**src/hdl/scsd_pkg.sv**
```systemverilog
// shared types, command codes and constants for the serial command setpoint decoder
// no dependencies; imported by every other file of the block

package scsd_pkg;

  typedef enum logic [1:0] {
    MODE_IDLE      = 2'd0,
    MODE_IMPEDANCE = 2'd1,
    MODE_CURRENT   = 2'd2,
    MODE_FULL      = 2'd3
  } mode_t;

  // received ascii command characters
  localparam logic [7:0] CMD_IDLE      = 8'h78; // x
  localparam logic [7:0] CMD_IMPEDANCE = 8'h6D; // m
  localparam logic [7:0] CMD_CURRENT   = 8'h63; // c
  localparam logic [7:0] CMD_FULL      = 8'h66; // f
  localparam logic [7:0] CMD_IMAG_DOWN = 8'h31; // 1
  localparam logic [7:0] CMD_IMAG_ZERO = 8'h32; // 2
  localparam logic [7:0] CMD_IMAG_UP   = 8'h33; // 3
  localparam logic [7:0] CMD_REAL_DOWN = 8'h34; // 4
  localparam logic [7:0] CMD_REAL_ZERO = 8'h35; // 5
  localparam logic [7:0] CMD_REAL_UP   = 8'h36; // 6
  localparam logic [7:0] CMD_DC_DOWN   = 8'h37; // 7
  localparam logic [7:0] CMD_DC_ZERO   = 8'h38; // 8
  localparam logic [7:0] CMD_DC_UP     = 8'h39; // 9
  localparam logic [7:0] CMD_TAN_DOWN  = 8'h71; // q
  localparam logic [7:0] CMD_TAN_ZERO  = 8'h77; // w
  localparam logic [7:0] CMD_TAN_UP    = 8'h65; // e

  // configuration register indexes
  localparam int unsigned CFG_INDEX_W = 1;
  localparam logic [CFG_INDEX_W-1:0] REG_TANPHI_MIN = 1'b0;
  localparam logic [CFG_INDEX_W-1:0] REG_TANPHI_MAX = 1'b1;

  localparam logic signed [31:0] TANPHI_MIN_RST = -32'sd1048576;
  localparam logic signed [31:0] TANPHI_MAX_RST = 32'sd1048576;

  // q20 steps: 0.01 truncated and 5.0
  localparam logic signed [31:0] STEP_CURRENT   = 32'sd10485;
  localparam logic signed [31:0] STEP_CURRENT_N = -32'sd10485;
  localparam logic signed [31:0] STEP_TANPHI    = 32'sd10485;
  localparam logic signed [31:0] STEP_TANPHI_N  = -32'sd10485;
  localparam logic [30:0]        STEP_DC        = 31'd5242880;

  localparam logic signed [31:0] INT32_MAX = 32'sh7FFF_FFFF;
  localparam logic signed [31:0] INT32_MIN = 32'sh8000_0000;

  typedef struct packed {
    mode_t              mode;
    logic signed [31:0] imag_cur;
    logic signed [31:0] real_cur;
    logic [30:0]        dc_volt;
    logic signed [31:0] tanphi;
  } setpoints_t;

  typedef struct packed {
    setpoints_t sp;
    logic       known;
  } result_t;

  // signed 32-bit add that sticks at the limits
  function automatic logic signed [31:0] sat_add32(input logic signed [31:0] a,
                                                   input logic signed [31:0] d);
    logic [32:0]        s;
    logic signed [31:0] r;
    s = {a[31], a} + {d[31], d};
    if (s[32] != s[31]) begin
      r = s[32] ? INT32_MIN : INT32_MAX;
    end else begin
      r = s[31:0];
    end
    return r;
  endfunction

endpackage

```
**src/hdl/scsd_outq.sv**
```systemverilog
// two-entry result queue: two slots used in turn by write and read pointers
// depends on scsd_pkg

module scsd_outq
  import scsd_pkg::*;
(
  input  logic    clk,
  input  logic    rst,
  input  logic    in_valid,
  output logic    in_ready,
  input  result_t in_data,
  output logic    out_valid,
  input  logic    out_ready,
  output result_t out_data
);

  result_t    slots [2];
  logic       wr_ptr;
  logic       rd_ptr;
  logic [1:0] count;
  logic       push;
  logic       pop;

  assign in_ready  = (count != 2'd2);
  assign out_valid = (count != 2'd0);
  assign push      = in_valid & in_ready;
  assign pop       = out_valid & out_ready;
  assign out_data  = slots[rd_ptr];

  always_ff @(posedge clk) begin
    if (rst) begin
      wr_ptr <= 1'b0;
      rd_ptr <= 1'b0;
      count  <= 2'd0;
    end else begin
      if (push) wr_ptr <= ~wr_ptr;
      if (pop) rd_ptr <= ~rd_ptr;
      count <= count + {1'b0, push} - {1'b0, pop};
    end
  end

  always_ff @(posedge clk) begin
    if (push) slots[wr_ptr] <= in_data;
  end

endmodule

```
**config.mk**
```make
export PLATFORM = sky130hd
export DESIGN_NAME = scsd_outq
export DESIGN_NICKNAME = d
export VERILOG_FILES = /design/src/hdl/scsd_pkg.sv /design/src/hdl/scsd_outq.sv
export SDC_FILE = /design/constraint.sdc
export NUM_CORES = 1
export LEC_CHECK = 0
export BUFFER_PORTS_ARGS = -buffer_cell sky130_fd_sc_hd__buf_2
export CORE_AREA = 4 4 138 140
export CTS_BUF_LIST = sky130_fd_sc_hd__clkbuf_4 sky130_fd_sc_hd__clkbuf_8 sky130_fd_sc_hd__clkbuf_16
export DETAILED_ROUTE_END_ITERATION = 12
export DIE_AREA = 0 0 142 144
export GPL_ROUTABILITY_DRIVEN = 0
export HOLD_SLACK_MARGIN = 0.03
export MAX_ROUTING_LAYER = met4
export PLACE_DENSITY = 0.93
export SLEW_MARGIN = 20
export SYNTH_ARGS = -nofsm -noshare
export SYNTH_HDL_FRONTEND = slang
export SYNTH_SLANG_ARGS = --single-unit
```
**constraint.sdc**
```tcl
create_clock -name clk -period 13.61 [get_ports clk]
set_clock_uncertainty 0.2 [all_clocks]
set_input_delay 0.6805 -clock clk [delete_from_list [all_inputs] [get_ports clk]]
set_output_delay 0.6805 -clock clk [all_outputs]
set_load 0.02 [all_outputs]
```
After elaboration in Yosys (flattened, before gate mapping)
Memories as Yosys holds them, arrays and structs flattened. A register that Yosys moved wholly into a read port is not among the register bits.
Cells that the tools add are included.
Widths: inputs -> output; s select.
- register bits: 4
- memory bits (writable): 260
- bits of input ports: 134
- output and inout port bits: 132
- word-level logic and storage cells: 16
- memories: 1
- memories (memory ; words ; bits a word ; read ports ; clocked after Yosys merged registers in ; wr ports ; line ; RTL):
    slots ; 2 ; 130 ; 1 ; 1 ; 1 ; scsd_outq.sv:17 ; result_t slots [2];
- $add $sub $neg: 2
- equality and inequality tests: 1
- mux-type cells: 4
- bitwise gates (word level): 4
- reductions and logical operators: 1
- operators with widths (cell ; number):
    $mux 1 ; 4
    $add 2x1->2 ; 1
    $and 1x1->1 ; 2
    $ne 2x2->1 const B ; 1
    $not 1->1 ; 2
    $reduce_bool 2->1 ; 1
    $sub 2x1->2 ; 1

Depth between registers and ports, before layout
- depth after elaboration: 4
- mapped depth: 8
- mapped depth without buffers: 8

Least setup slack after synthesis
Ideal clock, no wire load.
- path kind: input to register
- from: input port in_valid
- to: memory slots[0][0] in the netlist's numbering (enable)
- library setup time: 621 ps
- data arrival time: 6173 ps
- path slack: 6617 ps
- cell stages on the path: 2
- path buffers: 0
- cells stage by stage: nand2_1 > nor2_1
- longest elaborated chain between the ends: 3
- RTL lines (item ; line ; RTL):
    from (decl) ; scsd_outq.sv:9 ; input logic in_valid,
    $and 1x1->1 ; scsd_outq.sv:26 ; assign push = in_valid & in_ready;
    $mux 1 ; scsd_outq.sv:43 ; if (push) slots[wr_ptr] <= in_data;
    $mux 1 (not written as such) ; scsd_outq.sv:43 ;
    to (decl) ; scsd_outq.sv:17 ;
No other way between the ends.

==> reports/qor.yml <==
pin_count: 266
syn_inst: 428
timing.final.crit_share_pct: 27.7
initial_core_util_pct: 54.0
core_um2: 17800
hold_buffers: 0
rsz0062_at_grt: "false"
ys_ff_latch: 265
multiInputGateArea_um2: 1600
cts_root_buffer: "clkbuf_16"
drive_gt1_share_pct: 61.2
drt_iter0_markers: 233
htreeDepth: 1
drt.antenna.violating_nets: 0
ir_drop_mv: 0.213
globalRoute.busiestLayer: "met2"
yosysUniqueCellTypes: 17
met3_usage_pct: 4.17
track_usage_pct: 18.4
finalNetCount: 847
cts_resized: 0
critical-path-max-stage-delay_ns: 0.87
finalCriticalPeriod_ns: 3.77
grt_start_max_net_pins: 71
maxCapViolCount: 0
wl_um: 18700
seqCellArea_um2: 7910
fp.dieW_um: 142
syn_area_per_cell_um2: 22.5
layout_common_cells: "buf_2 (265), edfxtp_1 (260), mux2_2 (131)"
met2_usage_pct: 32.4
cts_buffers: 26
worstMarginPinSlew_ns: 0.951
arrival_ns: 2.88
relSlewSlack_pct: 36.6
preCtsSetupSlack_ns: 10.35
worst-r2r-setup-slack_ns: 10.70
r2r-start: "count[0]"
crit_path_top_delay_cell: "dfxtp_4"
antenna_found_initial: 1
cts_sinks: 265
finalSetupViolCount: 0
netlist_area_um2: 9630
drtPass1Iterations: 6
p_leak_nw: 4.50
routed_via_density: 5.16
slew_violations: 0
drc: 0
status: "finished, final reports clean"
r2r_end: "slots[1][11]"
worst-path-buf-inv: 2
grt_overflow: 0
min-delay-start: "in_data[7]"
hold_viol_final: 0
hold_path_class: "input pin to flip-flop"
final_common_cell: "buf_2"
cts_setup_buffers: 0
worst_skew_pair.late_latency_ns: 0.51
area_delta_synth_final_pct: 24.6
fin_tns_setup_ns: 0
worstPathRequired_ns: 12.73
start_kind: "flip-flop"
synth_nets: 564
yosysSeqAreaShare_pct: 82.1
crit_fanout: 70
cp_cell_sequence: "buf_4 > mux2_2 > buf_2"
fillers: 1145
r2r_cells: 3
routedWlPerCell_um: 19.5
cts_buffer_depth: 3
rows: 49
clkTransAtPathRegs_ns: 0.06
io_buffer_count: 265
finalWorstSetupSlack_ns: 9.84
grt_pass1_wl_um: 28200
hold_path_depth: 1
end_kind: "primary output"
die_area_um2: 20400
timing.hold.ws_ns: 0.156
power.density_nw_per_um2: 195
use_met1_pct: 21.2
yosys_warnings: 0
cts_tree: "done"
dp_hpwl_um: 12400
critPathTopFamily: "buffers and inverters"
grt_pass1_vias: 5325
num_vias: 4956
fin_util_pct: 67.3
critPathKind: "flip-flop to primary output"
whs_endpoint: "slots[0][7]"
max_freq_mhz: 266
die_height_um: 144
[state kept, by name, summed over array words and instances, names as in the netlist, named ones only]
| register | cells |
|---|---|
| count | 2 |
| rd_ptr | 1 |
| wr_ptr | 1 |
| slots | 260 |
[power breakdown]
group	leakage, nW	switching (mW)	total, mW	internal (mW)
logic	1.60	0.344	0.570	0.227
clock network	0.427	0.274	0.689	0.416
registers	2.47	0.0490	1.08	1.03
total	4.50	0.666	2.34	1.67
[area by class of cell]
cell class / count / area share (%)
multi-input combinational: 148 / 13.3
inverter: 1 / 0.0313
sequential: 265 / 65.9
antenna: 2 / 0.0417
timing repair buffer: 269 / 11.3
clock inverter: 7 / 0.490
tap: 229 / 2.39
clock buffer: 40 / 6.54
[cell families after synthesis]
family | Yosys count | synth area share (%)
adder cells (fa/ha/maj) | 2 | 0.260
multiplexers | 131 | 15.3
AO/OA/AOI/OAI | 1 | 0.0780
flip-flops | 265 | 82.1
XOR/XNOR | 3 | 0.273
buffers and inverters | 15 | 1.44
AND/OR/NAND/NOR | 11 | 0.559
[through the flow]
stage / cell area [um^2] / power [mW] / std cells
2_1_floorplan: 9630 / 1.50 / 428
3_3_place_gp: 11200 / 1.65 / 912
3_5_place_dp: 11200 / 1.67 / 912
4_1_cts: 12000 / 2.36 / 959
5_1_grt: 12000 / 2.44 / 960
6_report: 12000 / 2.34 / 961
[how the worst max path moves through the flow]
| stage | endpoint | slack (ns) | from | depth (start not counted) |
|---|---|---|---|---|
| CTS | out_data[87] | 9.79 | flip-flop | 3 |
| detailed placement | out_data[87] | 10.35 | flip-flop | 3 |
| finish | out_data[11] | 9.84 | flip-flop | 3 |
| global route | out_data[11] | 9.69 | flip-flop | 3 |
| global placement | out_data[87] | 10.35 | flip-flop | 3 |
| floorplan | slots[0][0] | 6.62 | in_valid | 2 |
[per-layer routing]
| layer | vias up | wire length [um] |
|---|---|---|
| met4 | 0 | 441 |
| met3 | 35 | 1320 |
| li1 | 2277 | - |
| met5 | - | 0 |
| met1 | 2439 | 6720 |
| met2 | 205 | 10300 |
[synth_stat cells]
library cell / count / area, um^2
buf_4: 1 / 7.51
xor2_1: 1 / 8.76
buf_6: 10 / 113
xnor2_1: 2 / 17.5
buf_2: 3 / 15.0
nor2_1: 5 / 18.8
nand2b_1: 1 / 6.26
edfxtp_1: 260 / 7810
and3_1: 1 / 6.26
mux2_2: 131 / 1480
inv_1: 1 / 3.75
dfxtp_1: 5 / 100
or2_2: 1 / 6.26
ha_1: 2 / 25.0
nor2b_1: 2 / 12.5
nand2_1: 1 / 3.75
o21a_1: 1 / 7.51
No activity file was read; power rests on OpenSTA's default activity.
