$ cat src/hdl/scsd_pkg.sv
// shared types, command codes and constants for the serial command setpoint decoder
// no dependencies; imported by every other file of the block

package scsd_pkg;

  typedef enum logic [1:0] {
    MODE_IDLE      = 2'd0,
    MODE_IMPEDANCE = 2'd1,
    MODE_CURRENT   = 2'd2,
    MODE_FULL      = 2'd3
  } mode_t;

  // received ascii command characters
  localparam logic [7:0] CMD_IDLE      = 8'h78; // x
  localparam logic [7:0] CMD_IMPEDANCE = 8'h6D; // m
  localparam logic [7:0] CMD_CURRENT   = 8'h63; // c
  localparam logic [7:0] CMD_FULL      = 8'h66; // f
  localparam logic [7:0] CMD_IMAG_DOWN = 8'h31; // 1
  localparam logic [7:0] CMD_IMAG_ZERO = 8'h32; // 2
  localparam logic [7:0] CMD_IMAG_UP   = 8'h33; // 3
  localparam logic [7:0] CMD_REAL_DOWN = 8'h34; // 4
  localparam logic [7:0] CMD_REAL_ZERO = 8'h35; // 5
  localparam logic [7:0] CMD_REAL_UP   = 8'h36; // 6
  localparam logic [7:0] CMD_DC_DOWN   = 8'h37; // 7
  localparam logic [7:0] CMD_DC_ZERO   = 8'h38; // 8
  localparam logic [7:0] CMD_DC_UP     = 8'h39; // 9
  localparam logic [7:0] CMD_TAN_DOWN  = 8'h71; // q
  localparam logic [7:0] CMD_TAN_ZERO  = 8'h77; // w
  localparam logic [7:0] CMD_TAN_UP    = 8'h65; // e

  // configuration register indexes
  localparam int unsigned CFG_INDEX_W = 1;
  localparam logic [CFG_INDEX_W-1:0] REG_TANPHI_MIN = 1'b0;
  localparam logic [CFG_INDEX_W-1:0] REG_TANPHI_MAX = 1'b1;

  localparam logic signed [31:0] TANPHI_MIN_RST = -32'sd1048576;
  localparam logic signed [31:0] TANPHI_MAX_RST = 32'sd1048576;

  // q20 steps: 0.01 truncated and 5.0
  localparam logic signed [31:0] STEP_CURRENT   = 32'sd10485;
  localparam logic signed [31:0] STEP_CURRENT_N = -32'sd10485;
  localparam logic signed [31:0] STEP_TANPHI    = 32'sd10485;
  localparam logic signed [31:0] STEP_TANPHI_N  = -32'sd10485;
  localparam logic [30:0]        STEP_DC        = 31'd5242880;

  localparam logic signed [31:0] INT32_MAX = 32'sh7FFF_FFFF;
  localparam logic signed [31:0] INT32_MIN = 32'sh8000_0000;

  typedef struct packed {
    mode_t              mode;
    logic signed [31:0] imag_cur;
    logic signed [31:0] real_cur;
    logic [30:0]        dc_volt;
    logic signed [31:0] tanphi;
  } setpoints_t;

  typedef struct packed {
    setpoints_t sp;
    logic       known;
  } result_t;

  // signed 32-bit add that sticks at the limits
  function automatic logic signed [31:0] sat_add32(input logic signed [31:0] a,
                                                   input logic signed [31:0] d);
    logic [32:0]        s;
    logic signed [31:0] r;
    s = {a[31], a} + {d[31], d};
    if (s[32] != s[31]) begin
      r = s[32] ? INT32_MIN : INT32_MAX;
    end else begin
      r = s[31:0];
    end
    return r;
  endfunction

endpackage

$ cat src/hdl/scsd_step.sv
// command decode and setpoint update for one received byte
// depends on scsd_pkg

module scsd_step
  import scsd_pkg::*;
(
  input  logic [7:0]         rx_byte,
  input  setpoints_t         cur,
  input  logic signed [31:0] tanphi_min,
  input  logic signed [31:0] tanphi_max,
  output setpoints_t         nxt,
  output logic               known
);

  logic               not_full;
  logic signed [31:0] imag_dn, imag_up, real_dn, real_up;
  logic signed [31:0] tan_dn, tan_up;
  logic [31:0]        dc_sum;

  assign not_full = (cur.mode != MODE_FULL);
  assign imag_dn  = sat_add32(cur.imag_cur, STEP_CURRENT_N);
  assign imag_up  = sat_add32(cur.imag_cur, STEP_CURRENT);
  assign real_dn  = sat_add32(cur.real_cur, STEP_CURRENT_N);
  assign real_up  = sat_add32(cur.real_cur, STEP_CURRENT);
  assign tan_dn   = sat_add32(cur.tanphi, STEP_TANPHI_N);
  assign tan_up   = sat_add32(cur.tanphi, STEP_TANPHI);
  assign dc_sum   = {1'b0, cur.dc_volt} + {1'b0, STEP_DC};

  always_comb begin
    nxt   = cur;
    known = 1'b1;
    unique case (rx_byte)
      CMD_IDLE:      nxt.mode = MODE_IDLE;
      CMD_IMPEDANCE: nxt.mode = MODE_IMPEDANCE;
      CMD_CURRENT:   nxt.mode = MODE_CURRENT;
      CMD_FULL:      nxt.mode = MODE_FULL;
      CMD_IMAG_DOWN: if (not_full) nxt.imag_cur = imag_dn;
      CMD_IMAG_ZERO: if (not_full) nxt.imag_cur = '0;
      CMD_IMAG_UP:   if (not_full) nxt.imag_cur = imag_up;
      CMD_REAL_DOWN: if (not_full) nxt.real_cur = real_dn;
      CMD_REAL_ZERO: if (not_full) nxt.real_cur = '0;
      CMD_REAL_UP:   if (not_full) nxt.real_cur = real_up;
      // floor at zero
      CMD_DC_DOWN:   nxt.dc_volt = (cur.dc_volt > STEP_DC) ? (cur.dc_volt - STEP_DC) : '0;
      CMD_DC_ZERO:   nxt.dc_volt = '0;
      CMD_DC_UP:     nxt.dc_volt = dc_sum[31] ? '1 : dc_sum[30:0];
      // clamp only on the side the command moves toward
      CMD_TAN_DOWN:  nxt.tanphi = ($signed(tan_dn) < $signed(tanphi_min)) ? tanphi_min : tan_dn;
      CMD_TAN_ZERO:  nxt.tanphi = '0;
      CMD_TAN_UP:    nxt.tanphi = ($signed(tan_up) > $signed(tanphi_max)) ? tanphi_max : tan_up;
      default:       known = 1'b0;
    endcase
  end

endmodule

$ cat config.mk
export PLATFORM = sky130hd
export DESIGN_NAME = scsd_step
export DESIGN_NICKNAME = d
export VERILOG_FILES = /design/src/hdl/scsd_pkg.sv /design/src/hdl/scsd_step.sv
export SDC_FILE = /design/constraint.sdc
export NUM_CORES = 1
export LEC_CHECK = 0
export BUFFER_PORTS_ARGS = -buffer_cell sky130_fd_sc_hd__buf_2
export CAP_MARGIN = 20
export CELL_PAD_IN_SITES_DETAIL_PLACEMENT = 1
export CELL_PAD_IN_SITES_GLOBAL_PLACEMENT = 2
export CORE_MARGIN = 1.5
export CORE_UTILIZATION = 30
export DETAILED_ROUTE_END_ITERATION = 6
export PLACE_DENSITY = 0.95
export SYNTH_ARGS = -nofsm -noshare
export SYNTH_HDL_FRONTEND = slang
export SYNTH_SLANG_ARGS = --single-unit
$ cat constraint.sdc
create_clock -name vclk -period 12.3
set_clock_uncertainty 0.2 [all_clocks]
set_input_delay 0.615 -clock vclk [all_inputs]
set_output_delay 0.615 -clock vclk [all_outputs]
set_load 0.01 [all_outputs]
# Word-level counts from Yosys, hierarchy flattened
# Index checks and enable logic that the tools add are counted.
dict set report op_classes {
  mux 28
  addsub 8
  order_cmp 3
  n_eq_ne 23
  n_reduce_logical 1
}
# cell n
set op_table {}
lappend op_table {{2-to-1 mux 32 bit} 20}
lappend op_table {{one-hot mux 32 bit (3 select lines)} 3}
lappend op_table {{adder 32 x 15 -> 33 bit, second input constant} 6}
lappend op_table {{one-hot mux 31 bit (3 select lines)} 1}
lappend op_table {{== test 8 x 6 -> 1 bit, second input constant} 9}
lappend op_table {{2-to-1 mux 31 bit} 2}
lappend op_table {{== test 8 x 7 -> 1 bit, second input constant} 7}
lappend op_table {{adder 31 x 23 -> 32 bit, second input constant} 1}
lappend op_table {{greater-than comparator 32 bit} 1}
lappend op_table {{less-than comparator 32 bit} 1}
lappend op_table {{greater-than comparator 31 x 23 -> 1 bit, second input constant} 1}
lappend op_table {{subtractor 31 x 23 -> 31 bit, second input constant} 1}
lappend op_table {{OR reduction 16 bit} 1}
lappend op_table {{one-hot mux 2 bit (4 select lines)} 1}
lappend op_table {{!= test 1 bit} 6}
lappend op_table {{!= test 2 bit, second input constant} 1}
lappend op_table {{2-to-1 mux 1 bit} 1}
dict set report totals {
  reg_bits 0
  word_cells 63
  out_inout_bits 130
  inputBits 201
}

# Longest topological paths before layout
dict set report depth {
  ltp_word 6
  mapped_depth 22
  ltp_nobuf 18
}

# Worst setup path before layout
# OpenSTA, ideal clock, no wires.
dict set report synth_timing {
  path_type {in2out}
  startpoint {in cur[5] (netlist name)}
  endpoint {out nxt[0] (netlist name)}
  required_time_ps 11485
  setup_slack_ps 5916
  arrival_ps 5569
  cell_stages 21
  n_path_buf 4
  cell_sequence {buf_2 or3_1 a211o_1 a311oi_2 nor4_1 xnor2_1 ha_1 clkbuf_1 inv_1 clkbuf_1 a21oi_1 ha_1 nand3_2 or4_4 or3_4 o221ai_1 a211oi_1 a21oi_4 buf_12 mux2i_1 o211ai_2}
}
# item line
set synth_lines {}
lappend synth_lines {{from (decl)} scsd_step.sv:8} ;# input setpoints_t cur,
lappend synth_lines {{to (decl)} scsd_step.sv:11} ;# output setpoints_t nxt,

==> results.json <==
{
  "core_area_mm2": 0.0345,
  "pwr-share-clk": 0,
  "critPathSlowestCell": "and2_1",
  "crit_path_end_kind": "output port",
  "clkbuf_count": 0,
  "max_freq_mhz": 124,
  "cp_max_fo": 32,
  "rsz0062_at_grt": "no",
  "netlist_instances": 1672,
  "gp_congestion": 1.03,
  "postCtsSetupRepairBufs": 0,
  "die-area_mm2": 0.0361,
  "p_per_area_mw_per_mm2": 33.2,
  "dp.cells": 2342,
  "regArea_um2": 0,
  "io_pins": 331,
  "path_buf_inv": 3,
  "route.detailed.wl_per_inst_um": 21.3,
  "netSwitchingFraction": 0.625,
  "finalCriticalPeriod_ns": 8.03,
  "leakagePower_uw": 0.00521,
  "drc": 0,
  "ant_nets": 0,
  "grt_pass1_vias": 14300,
  "cts_resized": 0,
  "hold_path_startpoint": "cur[42]",
  "holdCritPathClass": "in2out",
  "comb_power_share": 1.000,
  "stdcell_count": 2347,
  "dr.pass1.iters": 5,
  "worstMarginPinSlew_ns": 1.13,
  "portBuffers": 331,
  "avgSynthCellArea_um2": 6.28,
  "critPathKind": "in2out",
  "peakVddDrop_v": 0.0000209,
  "syn_nets": 1947,
  "track_usage": 0.264,
  "setup_viol": 0,
  "status": "finished clean",
  "whs_path_depth": 4,
  "drt_wl_total_mm": 50.1,
  "power_frac_seq": 0,
  "cp_data_arrival_time_ns": 7.22,
  "syn2layout_area_growth_pct": 16.1,
  "hold_viol_final": 0,
  "slew_headroom": 0.246,
  "drive_gt1_frac": 0.229,
  "viasPerCell": 6.02,
  "netlist_area_mm2": 0.0105,
  "grt_start_max_net_pins": 34,
  "yosysUniqueCellTypes": 107,
  "dp_hpwl_mm": 40.4,
  "die_x_um": 190,
  "ctsHoldBuffers": 0,
  "fin_crit_sh": 0.653,
  "worst_setup_path_start_kind": "input pin",
  "drv_slew": 0,
  "maxCapViolations": 0,
  "crit_required_ns": 11.48,
  "nets": 2165,
  "grt_overflow": 0,
  "tns_ns": 0,
  "seq_area_frac_synth": 0,
  "yosys_warnings": 0,
  "vias": 14100,
  "internal_power_uw": 152,
  "grt_antenna_before_repair": 5,
  "crit_path_cell_trace": "buf_2 -> or3_1 -> a211o_1 -> a311oi_2 -> nor4_1 -> xnor2_1 -> ha_1 -> and2_1 -> a21oi_1 -> ha_1 -> nand3_2 -> or4_4 -> or3_4 -> o221ai_1 -> a211oi_1 -> a21oi_4 -> buf_4 -> mux2i_1 -> o211ai_2 -> buf_2",
  "grt_pass1_wl_mm": 78.0,
  "first_iter_violations": 858,
  "switching_power_uw": 253,
  "rows": 68,
  "start_util": 0.304,
  "path_delay_family": "simple AND/OR/NAND/NOR gates",
  "die_h_um": 190,
  "hold_end": "nxt[42]",
  "cpPeakStageDelay_ns": 0.77,
  "nFlopsAndLatches": 0
}
cells by family after synthesis:
family                     synth area share
AOI/OAI and AO/OA                     0.384
buffers and inverters                0.0985
and+or+nand+nor                       0.315
muxes                                0.0314
xor gates and xnor gates             0.0834
adders and majority gates            0.0881
layout make-up:
cell class / instances / area [um^2]
Fill cell: 4664 / 22300
Multi-Input combinational cell: 1444 / 9490
Timing Repair Buffer: 344 / 1750
Tap cell: 455 / 569
Inverter: 100 / 375
Antenna cell: 4 / 10.0
how the worst max path moves through the flow:
stage / start / endpoint / slack, ns / depth (start not counted)
6_report: cur[5] / nxt[2] / 4.27 / 20
5_1_grt: cur[7] / nxt[23] / 4.01 / 20
4_1_cts: cur[5] / nxt[25] / 4.33 / 20
3_5_place_dp: cur[5] / nxt[25] / 4.32 / 20
3_3_place_gp: cur[5] / nxt[22] / 4.54 / 20
2_1_floorplan: cur[5] / nxt[0] / 5.92 / 21
placed cells by master, fill, tap and decap left out, types with 19 or more instances in the layout:
cell type	count
nand2_1	220
buf_2	331
a21oi_1	118
nor4_1	25
nor3_1	61
mux2i_1	33
o211ai_1	24
a22oi_1	37
nand3_1	58
or3_1	19
o21ai_0	145
xor2_1	32
nand4_1	24
a31oi_1	20
inv_1	100
a211oi_1	21
a21o_1	21
xnor2_1	68
nor2_1	120
o211ai_2	31
ha_1	74
and3_1	19
Yosys cell counts, drive strengths merged, types with 11 or more instances:
cell,n,share of area
a22oi,37,0.026
mux2i,33,0.031
buf,59,0.035
nor3b,14,0.012
nor4,30,0.021
inv,100,0.036
nor3,65,0.033
and2,16,0.0095
o21a,14,0.010
a21oi,121,0.059
nand3,62,0.031
o21ai,164,0.078
nand4,24,0.014
a21o,21,0.015
and3,19,0.011
nor2,123,0.045
a31oi,21,0.013
or3,22,0.015
xnor2,68,0.057
nand2,221,0.079
a211oi,23,0.017
clkbuf,65,0.024
a211o,11,0.0092
ha,74,0.088
xor2,32,0.027
o211ai,55,0.054
nor2b,11,0.0066
layer usage:
metal / track usage / vias up / wire (um)
met1: 0.331 / 6840 / 21200
met2: 0.468 / 576 / 23900
met5: 0 / - / 27
met4: 0.0890 / 4 / 1600
met3: 0.0277 / 102 / 3340
li1: - / 6616 / -
metrics by stage:
stage / instance area (um^2) / worst slack [ns] / power (uW) / hold WS (ns) / utilization
2_1_floorplan: 10500 / 5.92 / 262 / 1.15 / -
3_3_place_gp: 12200 / 4.54 / 387 / 1.32 / 0.352
3_5_place_dp: 12200 / 4.32 / 399 / 1.33 / 0.353
4_1_cts: 12200 / 4.33 / 401 / 1.33 / 0.353
5_1_grt: 12200 / 4.01 / 444 / 1.35 / 0.353
6_report: 12200 / 4.27 / 405 / 1.33 / 0.353
power groups by stage:
stage	Combinational [uW]	Clock (uW)	Sequential, uW
2_1_floorplan	262	0	0
3_3_place_gp	387	0	0
3_5_place_dp	399	0	0
4_1_cts	401	0	0
5_1_grt	444	0.0000109	0
6_report	405	0.0000435	0
Power figures use the tool's default switching activity.
